## src/sv/pbhd_queue.sv

```systemverilog
module pbhd_queue #(
    parameter int WIDTH = 45,
    parameter int DEPTH = 2,
    localparam int PTR_W = (DEPTH > 1) ? $clog2(DEPTH) : 1,
    localparam int CNT_W = $clog2(DEPTH + 1)
) (
    input  logic             i_clk,
    input  logic             i_rst_n,
    input  logic             i_push,
    input  logic [WIDTH-1:0] i_data,
    output logic             o_space,
    input  logic             i_pop,
    output logic [WIDTH-1:0] o_data,
    output logic             o_avail
);

    logic [WIDTH-1:0] r_mem [DEPTH];
    logic [PTR_W-1:0] r_wr, n_wr, r_rd, n_rd;
    logic [CNT_W-1:0] r_count, n_count;

    assign o_space = (r_count != CNT_W'(DEPTH));
    assign o_avail = (r_count != '0);
    assign o_data  = r_mem[r_rd];

    // pointer and fill bookkeeping
    always_comb begin
        n_wr = r_wr;
        n_rd = r_rd;
        if (i_push) begin
            n_wr = (r_wr == PTR_W'(DEPTH - 1)) ? '0 : r_wr + PTR_W'(1);
        end
        if (i_pop) begin
            n_rd = (r_rd == PTR_W'(DEPTH - 1)) ? '0 : r_rd + PTR_W'(1);
        end
        unique case ({i_push, i_pop})
            2'b10:   n_count = r_count + CNT_W'(1);
            2'b01:   n_count = r_count - CNT_W'(1);
            default: n_count = r_count;
        endcase
    end

    always_ff @(posedge i_clk) begin
        if (!i_rst_n) begin
            r_wr    <= '0;
            r_rd    <= '0;
            r_count <= '0;
        end else begin
            r_wr    <= n_wr;
            r_rd    <= n_rd;
            r_count <= n_count;
        end
    end

    // entry storage
    always_ff @(posedge i_clk) begin
        if (i_push) begin
            r_mem[r_wr] <= i_data;
        end
    end

endmodule

```

## config.mk

```make
export PLATFORM = sky130hd
export DESIGN_NAME = pbhd_queue
export DESIGN_NICKNAME = d
export VERILOG_FILES = /design/src/sv/pbhd_queue.sv
export SDC_FILE = /design/constraint.sdc
export NUM_CORES = 1
export LEC_CHECK = 0
export BUFFER_PORTS_ARGS = -buffer_cell sky130_fd_sc_hd__clkbuf_2
export CORE_MARGIN = 2
export CORE_UTILIZATION = 33
export CTS_CLUSTER_SIZE = 24
export DETAILED_ROUTE_END_ITERATION = 10
export HOLD_SLACK_MARGIN = 0.15
export PLACE_DENSITY_LB_ADDON = 0.05
export REMOVE_ABC_BUFFERS = 1
export SYNTH_ARGS = -nofsm -noshare
export SYNTH_HDL_FRONTEND = slang
export SYNTH_SLANG_ARGS = --single-unit
```

## constraint.sdc

```tcl
create_clock -name i_clk -period 4.55 [get_ports i_clk]
set_input_delay 1.365 -clock i_clk [delete_from_list [all_inputs] [get_ports i_clk]]
set_output_delay 1.365 -clock i_clk [all_outputs]
set_load 0.005 [all_outputs]
```

==> summary.txt <==
STA
  – Clock Skew: 9.75 ps
  – Final setup viols: 0
  – Worst slew pin tran: slightly below 800 ps
  – Worst slew margin relative to its limit: 0.486
  – Final Hold Vio Count: 0
  – Slew Limit Fails: 0
  – Setup TNS: 0 ps
  – Post-route minimum period: between 3000 and 4000 ps
  – RSZ-0062 raised after global routing: false
  – WHS: between 500 and 600 ps
  – FMAX: just over 300 MHz
  – Crit share post-route: 0.726

Clocking
  – Clock buffer depth: 2
  – Post-cts sizing count: 0
  – Clock Latency Late Sink: 350 ps
  – CTS hold repair buffers: 0
  – CTS buffer count: 9
  – Clock Pin Slew Worst Setup and Hold Paths: approximately 80 ps
  – Post-CTS Setup Inserts: 0
  – Clock sink count: between 90 and 100
  – Root buf cell: clkbuf_8
  – # H-tree levels: 3
  – CTS tree: yes

Hold path
  – Hold Path Class: reg2reg
  – Hold Path Cell Cnt: 2
  – HP Start: r_count[1]

Power
  – Leak: 1.62 nW
  – Power Dens Cells: ~400 nW/um^2
  – Peak VDD IR: around 0.00015 V

Critical path
  – R2r worst-path depth: 2
  – Max incr delay on CP: 590 ps
  – WS Path Type: reg2out
  – Critical path buffers and inverters: 2
  – CP max FO: 30
  – Worst setup EP type: output port
  – Worst r2r src: r_wr
  – CP max stage cell: dfxtp_2
  – Critical Path RT: between 3000 and 4000 ps
  – CP Launch Type: flop
  – CP arrival: just under 2000 ps
  – Top delay family on crit path: flip-flops
  – Crit-path cells: buf_4 -> mux2_1 -> clkbuf_2
  – Cell count along the critical path: 3

Cells and area
  – Multi-input gate area: 628 um^2
  – Post-layout nets: ~320
  – Post-Layout Cell Count: 408
  – Share of cells above drive strength 1: 0.426
  – # fillers: around 960
  – Register cell area after layout: approximately 2800 um^2
  – Ant diodes: 0
  – Area growth from synthesis to layout: 24.3%

Place
  – Final GP Congestion: 0.645
  – IO Port Bufs: between 90 and 100
  – Post-DP HPWL: 4070 um
  – Cells after DPL: about 400

Detailed routing
  – Via count: roughly 1800
  – Wire length per cell: about 15 um
  – DR pass1 iterations: 4
  – DRT Wirelength: approximately 6200 um
  – DR vias/cell: roughly 4.3
  – DRC marker count from the first detailed-route iteration: 29
  – DRC viols: 0
  – Routed Antenna Nets: 0

GRT
  – GRT Total Usage: 0.114
  – First-pass GRT wire length: approximately 9500 um
  – Vias in the first global route: around 1800
  – Grt total ovfl: 0
  – Initial antenna violation count: 0
  – Largest net degree at the start of global routing: 31

Outcome
  – Outcome: complete, no violations

Synth
  – Register area share after synthesis: 0.810
  – Netlist cell types: 18
  – Top_reg_cell synth: edfxtp_1
  – Post-synthesis async set-or-reset flop share: 0
  – Avg Inst Size Synth: 21.4 um^2
  – Post-Synthesis Cells: approximately 160
  – Yosys reg bits: 95
  – Post-synth EDFFs: 90
  – Syn. warnings: 0
  – Mapped cell area: between 3000 and 4000 um^2

Floorplanning
  – # rows: 37
  – I/O pins: 96
  – DIE HEIGHT: about 110 um
  – Core Region: 10200 um^2
  – DIE WIDTH: ~110 um
  – Initial core utilization: 0.338
  – Total Die Area: between 10000 and 15000 um^2

Job
  – # Max-Cap Violations: 0
[synthesized netlist by cell type (all sizes together), types with 2 or more instances]
cell type	number	area [um^2]
dfxtp	5	100
xnor2	2	17.5
mux2	45	507
buf	5	35.0
and2	4	25.0
edfxtp	90	2700
[through the flow]
stage | setup slack (ps) | instance area, um^2 | power [mW] | utilization
floorplan | 756 | 3430 | 1.12 | -
global placement | 1550 | 4110 | 1.22 | 0.402
detailed placement | 1550 | 4110 | 1.22 | 0.402
CTS | 1150 | 4300 | 1.75 | 0.420
global route | 1100 | 4300 | 1.80 | 0.420
finish | 1250 | 4300 | 1.72 | 0.420
[where the power goes]
group | leakage, nW | switching, mW | internal [mW]
Combinational | 0.645 | 0.0825 | 0.0837
Clock | 0.0876 | 0.275 | 0.252
Sequential | 0.886 | 0.0162 | 1.01
Total | 1.62 | 0.373 | 1.34
[registers in the layout (all words and copies together) (netlist names), named ones only]
register  count
r_wr          1
r_mem        90
r_count       2
r_rd          1
[metal layers]
layer / GRT usage / vias up / wire length, um
li1: - / 834 / -
met5: 0 / - / 0
met1: 0.141 / 857 / 2760
met4: 0.0451 / 0 / 83
met3: 0.0503 / 9 / 455
met2: 0.176 / 56 / 2920
[cells by family (layout without fill, tap and decap cells)]
| group | after synthesis | count (layout) | share of synthesized area |
|---|---|---|---|
| flops | 95 | 95 | 0.810 |
| mux | 45 | 45 | 0.146 |
| simple gates | 9 | 9 | 0.0155 |
| buf+inv | 6 | 116 | 0.0112 |
| compound gates | 3 | 3 | 0.00578 |
| xor+xnor | 3 | 3 | 0.00759 |
| fa+ha+maj | 1 | 1 | 0.00361 |
[path summary, 6_finish.rpt]
path            endpoint  slack [ps]
max reg2reg  r_mem[1][2]        2830
max           o_data[10]        1250
min reg2reg   r_count[1]         500
min           r_count[1]         500
[area by class of cell]
class,count,share of cell area
clock buffer,10,0.0297
clock inverter,6,0.0143
inverter,1,0.000873
multi-input combinational,61,0.146
sequential,95,0.652
tap,136,0.0396
timing repair buffer,99,0.118
[cells in the final DEF, fill, tap and decap left out, drive strengths merged]
cell      Yosys  layout
a21boi        1       1
and2          4       4
buf           5       4
bufinv        0       1
clkbuf        0     105
clkinv        0       3
clkinvlp      0       2
dfxtp         5       5
edfxtp       90      90
ha            1       1
inv           1       1
mux2         45      45
nand2b        1       1
nor2          1       1
nor2b         1       1
o21a          1       1
o21ai         1       1
or2           1       1
or3           1       1
xnor2         2       2
xor2          1       1
[worst reg2reg max path, delay by kind of cell, from the launching register on]
family / cells / cell delay, ps
DFF: 1 / 400
and+or+nand+nor: 1 / 540
buffers and inverters: 1 / 450
Note: power is estimated with default switching activity, not from simulation.
