[config.mk]
export PLATFORM = sky130hd
export DESIGN_NAME = pbhd_front
export DESIGN_NICKNAME = d
export VERILOG_FILES = /design/src/sv/pbhd_pkg.sv /design/src/sv/pbhd_front.sv
export SDC_FILE = /design/constraint.sdc
export NUM_CORES = 1
export LEC_CHECK = 0
export ABC_AREA = 1
export BUFFER_PORTS_ARGS = -buffer_cell sky130_fd_sc_hd__buf_2
export CAP_MARGIN = 20
export CORE_ASPECT_RATIO = 1.5
export CORE_MARGIN = 4
export CORE_UTILIZATION = 35
export DETAILED_ROUTE_END_ITERATION = 10
export GPL_TIMING_DRIVEN = 0
export HOLD_SLACK_MARGIN = 0.15
export MAX_ROUTING_LAYER = met4
export PLACE_DENSITY = 0.82
export SETUP_SLACK_MARGIN = 0.3
export SLEW_MARGIN = 15
export SYNTH_ARGS = -nofsm -noshare
export SYNTH_HDL_FRONTEND = slang
export SYNTH_SLANG_ARGS = --single-unit
export TNS_END_PERCENT = 30
[constraint.sdc]
create_clock -name i_clk -period 1.6 [get_ports i_clk]
set_clock_uncertainty 0.2 [all_clocks]
set_input_delay 0.16 -clock i_clk [delete_from_list [all_inputs] [get_ports i_clk]]
set_output_delay 0.16 -clock i_clk [all_outputs]
set_load 0.02 [all_outputs]
[src/sv/pbhd_pkg.sv]
package pbhd_pkg;

    // pixel word of four 8-bit channels
    localparam int PIX_W = 32;
    typedef logic [PIX_W-1:0] t_pixel;

    // clears the top bit of every byte after the shift
    localparam t_pixel HALF_MASK = 32'h7f7f7f7f;

    // line store lanes: centre row in the low half, upper row in the high half
    localparam int LANE_CENTRE = 0;
    localparam int LANE_UPPER  = 1;
    localparam int NUM_LANES   = 2;

    // entries in the queue between front and back
    localparam int QUEUE_DEPTH = 2;

    // per-pixel classification made by the front
    typedef struct packed {
        logic odd_row;
        logic emit;
        logic top_zero;
        logic left_zero;
        logic right_zero;
        logic frame_last;
    } t_flags;

    localparam int FLAGS_W = $bits(t_flags);

    // per-byte half-sum, no carry can cross a byte
    function automatic t_pixel byte_avg(input t_pixel a, input t_pixel b);
        return ((a >> 1) & HALF_MASK) + ((b >> 1) & HALF_MASK);
    endfunction

endpackage

[src/sv/pbhd_front.sv]
module pbhd_front import pbhd_pkg::*; #(
    parameter int SRC_WIDTH  = 192,
    parameter int SRC_HEIGHT = 64,
    localparam int COL_W     = $clog2(SRC_WIDTH),
    localparam int ROW_W     = $clog2(SRC_HEIGHT)
) (
    input  logic             i_clk,
    input  logic             i_rst_n,
    input  logic             i_in_valid,
    output logic             o_in_ready,
    input  t_pixel           i_pixel,
    input  logic             i_frame_first,
    input  logic             i_space,
    output logic             o_push,
    output logic [COL_W-1:0] o_col,
    output t_pixel           o_pixel,
    output t_flags           o_flags
);

    localparam int LAST_OUT_ROW = (SRC_HEIGHT / 2) * 2 - 1;
    localparam int LAST_OUT_COL = ((SRC_WIDTH - 1) / 2) * 2;

    logic [COL_W-1:0] r_col, n_col, w_col;
    logic [ROW_W-1:0] r_row, n_row, w_row;
    logic             w_col_end, w_row_end;

    assign o_in_ready = i_space;
    assign o_push     = i_in_valid && i_space;

    // position of this pixel, a frame mark restarts at the origin
    assign w_col     = i_frame_first ? '0 : r_col;
    assign w_row     = i_frame_first ? '0 : r_row;
    assign w_col_end = (w_col == COL_W'(SRC_WIDTH - 1));
    assign w_row_end = (w_row == ROW_W'(SRC_HEIGHT - 1));

    // raster advance with wrap at row and frame end
    always_comb begin
        n_col = w_col + COL_W'(1);
        n_row = w_row;
        if (w_col_end) begin
            n_col = '0;
            n_row = w_row_end ? '0 : w_row + ROW_W'(1);
        end
    end

    always_ff @(posedge i_clk) begin
        if (!i_rst_n) begin
            r_col <= '0;
            r_row <= '0;
        end else if (o_push) begin
            r_col <= n_col;
            r_row <= n_row;
        end
    end

    // classification handed to the back
    always_comb begin
        o_flags.odd_row    = w_row[0];
        o_flags.emit       = w_row[0] && !w_col[0];
        o_flags.top_zero   = (w_row == ROW_W'(1));
        o_flags.left_zero  = (w_col == '0);
        o_flags.right_zero = w_col_end;
        o_flags.frame_last = (w_row == ROW_W'(LAST_OUT_ROW)) &&
                             (w_col == COL_W'(LAST_OUT_COL));
    end

    assign o_col   = w_col;
    assign o_pixel = i_pixel;

endmodule

==> impl_metrics.ini, run 1 <==
[final_layout]
syn2layout_area_growth_pct = 56.9
final_area_um2 = 2140
n_fill_cell = 345
seq_area_um2 = 293
nNetsFinal = 317
layoutNonFillerInstCount = 317
multi_input_area_um2 = 860
n_antenna_cell = 0
final_layout_size_suffix_gt1_share_pct = 62.4

[die]
dieArea_um2 = 4990
die_w_um = 59.0
rows = 27
fp.coreArea_um2 = 3720
chipHeight_um = 84.5
start_util_pct = 36.8
num_io_pins = 85

[synthesis]
yosysMostFrequentCell = nand2_1
syn_area_um2 = 1370
yosys.area.top_type = dfxtp_1
synth-main-ff-cell = dfxtp_1
synthTopCellsByCount = 40 x nand2_1, 34 x buf_4, 27 x inv_1, 14 x dfxtp_1, 14 x nand3_1
yosysWarnings = 0
ys_types = 31
syn_nets = 238
syn_area_per_cell_um2 = 6.94
syn_inst = 197
synthArstFlopShare_pct = 0
seq_area_frac_synth_pct = 20.5
synth_largest_type_area_fraction_pct = 20.5
yosys_register_bits = 14
synth_edf_count = 0
synth_area_leaders = dfxtp_1 21%, buf_4 19%, nand2_1 11%, inv_1 7.4%, nand3_1 5.1%

[global_routing]
grt_usage_pct = 16.2
grt_overflow_total = 0
grt_max_degree = 11
antenna_found_initial = 0
grt_pass1_wl_mm = 6.24
first_global_vias = 1519

[sta]
period_share_pct = 112
hold_viol = 0
worst_slack_ns = -0.188
fin_setup_tns_ns = -1.06
relSlewSlack_pct = 65.3
drv_slew = 0
rsz0062_at_grt = true
setup_viol = 15
holdWs_ns = 0.199
fmax_ghz = 0.559
worst_pin_slew_ns = 0.520
layout_min_cycle_time_ns = 1.79

[cts]
cts_tree = yes
cts_buffers = 3
clk_path_buf_depth = 2
cts_htree_levels = 1
cts_num_sinks = 14
clock_latency_ns = 0.25
root_buffer = clkbuf_8
path_clk_slew_ns = 0.06

[worst_hold_path]
hold_start = i_in_valid
hold_path_class = input port to flip-flop

[pwr]
leakagePower_nw = 1.08
ir_drop_mv = 0.391
power.total_uw = 926
powerDensity_nw_per_um2 = 432

[critical_path]
required_ns = 1.24
cp_max_fo = 3
startpoint = r_row[0]
crit_type = flip-flop to output pin
worstSetupEndpointType = output pin
arrival_ns = 1.43
cp-start-kind = flip-flop
rr_startpoint = r_col[0]

[routing]
drt_wl_total_mm = 4.34
avgViaCountPerCell = 5.08
num_vias = 1611
first_pass_iters = 6
ant_nets = 0
drt_iter0_markers = 63
wire_per_inst_um = 13.7
post-route-drc-count = 0

[placed_design]
dp_cells = 292
gp_congestion = 0.920
placed_area_um2 = 1740
portBuffers = 52
hpwlAfterDp_mm = 2.88

[flow_run]
drv_cap = 0

[outcome]
outcome = complete, but fails checks
violations = negative setup slack
==> layout make-up <==
type                       instances  area share (%)
timing repair buffer              74            22.5
sequential                        14            13.7
clock buffer                       3            1.93
buffer                            38            13.4
multi-input combinational        115            40.1
tap                               43            2.51
inverter                          30            5.95
==> routing by layer <==
layer | vias up | wire length, um | global-route usage [%]
met3 | 15 | 482 | 1.54
li1 | 749 | - | -
met4 | 0 | 144 | 11.5
met2 | 113 | 2230 | 29.5
met5 | - | 0 | -
met1 | 734 | 1480 | 15.0
==> critical path: stages (launching register included) <==
cell     delay (ns)
dfxtp_2        0.35
nand2_4        0.07
inv_4          0.08
ha_4           0.15
nand2_4        0.05
nor2_4         0.13
nand3_4        0.11
nor2_4         0.13
buf_6          0.12
==> final timing paths <==
kind / cells past startpoint / endpoint / slack [ns]
setup reg to reg: 11 / r_row[5] / -0.11
hold reg to reg: 2 / r_col[6] / 0.27
hold / removal: 4 / r_col[4] / 0.20
setup / recovery: 8 / o_flags[0] / -0.19
==> power by group <==
part           switching [mW]  total, mW  internal [mW]
clock                   0.136      0.303          0.167
combinational           0.152      0.269          0.117
sequential            0.00357      0.354          0.351
total                   0.291      0.926          0.635
==> timing repair <==
action,CTS,global route
pin swaps,8,11
gates resized for setup,32,30
hold buffers,1,0
hold endpoints to repair,4,0
buffers inserted,15,6
endpoints found under the setup margin,28,28
==> registers in the layout (all words and copies together), names as in the netlist <==
signal,flops
r_col,8
r_row,6
==> metrics by stage <==
| step | setup WS, ns | utilization (%) |
|---|---|---|
| after global placement | -0.293 | 46.8 |
| after global routing | -0.270 | 57.7 |
| final | -0.188 | 57.7 |
| after detailed placement | -0.317 | 46.8 |
| after CTS | -0.181 | 53.6 |
| after floorplan | -0.0397 | - |
==> placed cells by master (no fill, tap or decap), types with 2 or more instances in the layout <==
cell / n
nand2_1: 33
buf_2: 44
nand2_2: 4
buf_6: 11
a21oi_2: 3
clkbuf_8: 3
nand3_2: 3
a22oi_1: 2
nand3_1: 11
nand3_4: 4
nor2_1: 6
a21oi_1: 8
inv_4: 6
nor3_1: 2
nand2_4: 6
nand4_1: 6
xor2_1: 2
nor2_8: 2
inv_1: 19
inv_2: 5
o21ai_1: 2
ha_4: 3
buf_4: 54
dfxtp_1: 6
nor2_4: 9
nor3_2: 3
dfxtp_2: 7
==> kinds of logic after synthesis <==
family / count (synthesis) / share of synthesized area (%)
AO/OA/AOI/OAI: 18 / 7.97
buffers and inverters: 68 / 28.8
flip-flops: 14 / 20.5
AND/OR/NAND/NOR: 91 / 37.7
adder cells (fa/ha/maj): 4 / 3.66
XOR/XNOR: 2 / 1.28
Power figures use the tool's default switching activity.
==> inputs of run 2 (changes only) <==
CELL_PAD_IN_SITES_DETAIL_PLACEMENT = 1   (was unset)
CELL_PAD_IN_SITES_GLOBAL_PLACEMENT = 2   (was unset)
CORE_UTILIZATION = 19   (was 35)
PLACE_DENSITY = 0.88   (was 0.82)
==> run 2 against run 1 <==
Net effect: the run still ends with negative setup slack left; global-route usage decreased by 5.9 points; sequential share of layout area about the same; worst setup slack got worse by 0.013 ns; die area rose by 73%; sequential cell count unchanged; via count decreased by 7.4%; critical path type unchanged; largest cell class unchanged.
==> impl_metrics.ini, run 2 (synthesized netlist as in run 1, its figures left out) <==
[outcome]
outcome = complete, but fails checks
violations = negative setup slack

[cts]
cts_num_sinks = 14
cts_htree_levels = 1
cts_buffers = 3
clock_latency_ns = 0.25
clk_path_buf_depth = 2
path_clk_slew_ns = 0.07
root_buffer = clkbuf_8
cts_tree = yes

[sta]
period_share_pct = 113
hold_viol = 0
drv_slew = 0
setup_viol = 15
relSlewSlack_pct = 59.4
fmax_ghz = 0.555
holdWs_ns = 0.197
worst_pin_slew_ns = 0.609
layout_min_cycle_time_ns = 1.80
worst_slack_ns = -0.200
rsz0062_at_grt = true

[global_routing]
grt_use_met2_pct = 19.1
grt_usage_pct = 10.3
grt_overflow_total = 0
grt_max_degree = 11
busiest_layer = met2
antenna_found_initial = 0
grt_use_met3_pct = 1.46
met1_usage_pct = 11.1
grt_pass1_wl_mm = 7.09
first_global_vias = 1484

[final_layout]
n_antenna_cell = 0
largest_reg_flops = 8
final_util_pct = 30.9
nNetsFinal = 314
final_cell_mix = 50 x buf_4, 44 x buf_2, 34 x nand2_1
n_fill_cell = 864
regMostFlops = r_col
top_regs = r_col: 8 flops, r_row: 6 flops
final_layout_size_suffix_gt1_share_pct = 61.4
layout_commonest_cell = buf_4
multi_input_area_um2 = 826
seq_area_um2 = 294
syn2layout_area_growth_pct = 57.2

[routing]
avgViaCountPerCell = 4.26
drt_iter0_markers = 10
first_pass_iters = 4
num_vias = 1492
ant_nets = 0
drt_wl_total_mm = 4.48
post-route-drc-count = 0
wire_per_inst_um = 12.8

[critical_path]
arrival_ns = 1.44
worstSetupEndpointType = output pin
cp_max_fo = 3
crit_type = flip-flop to output pin
cp-start-kind = flip-flop
required_ns = 1.24

[placed_design]
hpwlAfterDp_mm = 3.37
gp_congestion = 0.799
portBuffers = 52
place_ws_ns = -0.314

[pwr]
ir_drop_mv = 0.281
leakagePower_nw = 1.07
powerDensity_nw_per_um2 = 461

[die]
die_w_um = 77.2
chipHeight_um = 112
dieArea_um2 = 8640
rows = 37
fp.coreArea_um2 = 6940
start_util_pct = 19.7
num_io_pins = 85

[worst_hold_path]
hold_path_class = input port to flip-flop

[flow_run]
drv_cap = 0
-- run 2: worst paths after layout --
path         slack [ns]       start  cells after the start          to
min reg2reg        0.27    r_col[6]                      2    r_col[6]
max reg2reg       -0.11    r_col[0]                     11    r_row[3]
min                0.20  i_in_valid                      4    r_col[4]
max               -0.20    r_col[0]                      9  o_flags[1]
-- run 2: report_power, final --
| group | switching [mW] | internal [mW] |
|---|---|---|
| Sequential | 0.00355 | 0.350 |
| Combinational | 0.153 | 0.119 |
| Clock | 0.145 | 0.219 |
-- run 2: final cells by class --
cell class | count | area share [%]
clock buffers | 4 | 2.56
multi-input cells | 115 | 38.4
plain buffers | 38 | 13.3
repair buffers | 71 | 21.5
well taps | 78 | 4.54
flip-flops and latches | 14 | 13.7
inverters | 30 | 5.94
-- run 2: stage by stage --
stage | instances | instance area (um^2) | power (mW) | TNS (ns)
2_1_floorplan | 197 | 1430 | 0.543 | -0.257
3_3_place_gp | 327 | 1780 | 0.609 | -3.15
3_5_place_dp | 327 | 1780 | 0.613 | -3.49
4_1_cts | 347 | 2050 | 0.998 | -1.62
5_1_grt | 350 | 2150 | 1.03 | -2.78
6_report | 350 | 2150 | 0.990 | -1.40
-- run 2: layer usage --
| layer | up-vias | part of all wire [%] |
|---|---|---|
| li1 | 743 | - |
| met1 | 683 | 38 |
| met2 | 61 | 55 |
| met3 | 5 | 6.3 |
| met4 | 0 | 1.3 |
| met5 | - | 0 |
-- run 2: timing repair --
| action | in CTS | in global routing |
|---|---|---|
| endpoints found under the setup margin | 29 | 28 |
| gates resized for setup | 33 | 22 |
| hold buffers | 1 | 0 |
| setup buffers | 15 | 3 |
| hold endpoints to repair | 4 | 0 |
| pin swaps | 9 | 7 |
-- run 2: critical path: stages, from the launching register on --
cell	delay [ns]
dfxtp_4	0.37
inv_4	0.04
nor2_4	0.14
ha_4	0.17
inv_4	0.03
nor2_4	0.11
nand2_4	0.08
inv_4	0.06
buf_6	0.08
buf_6	0.10
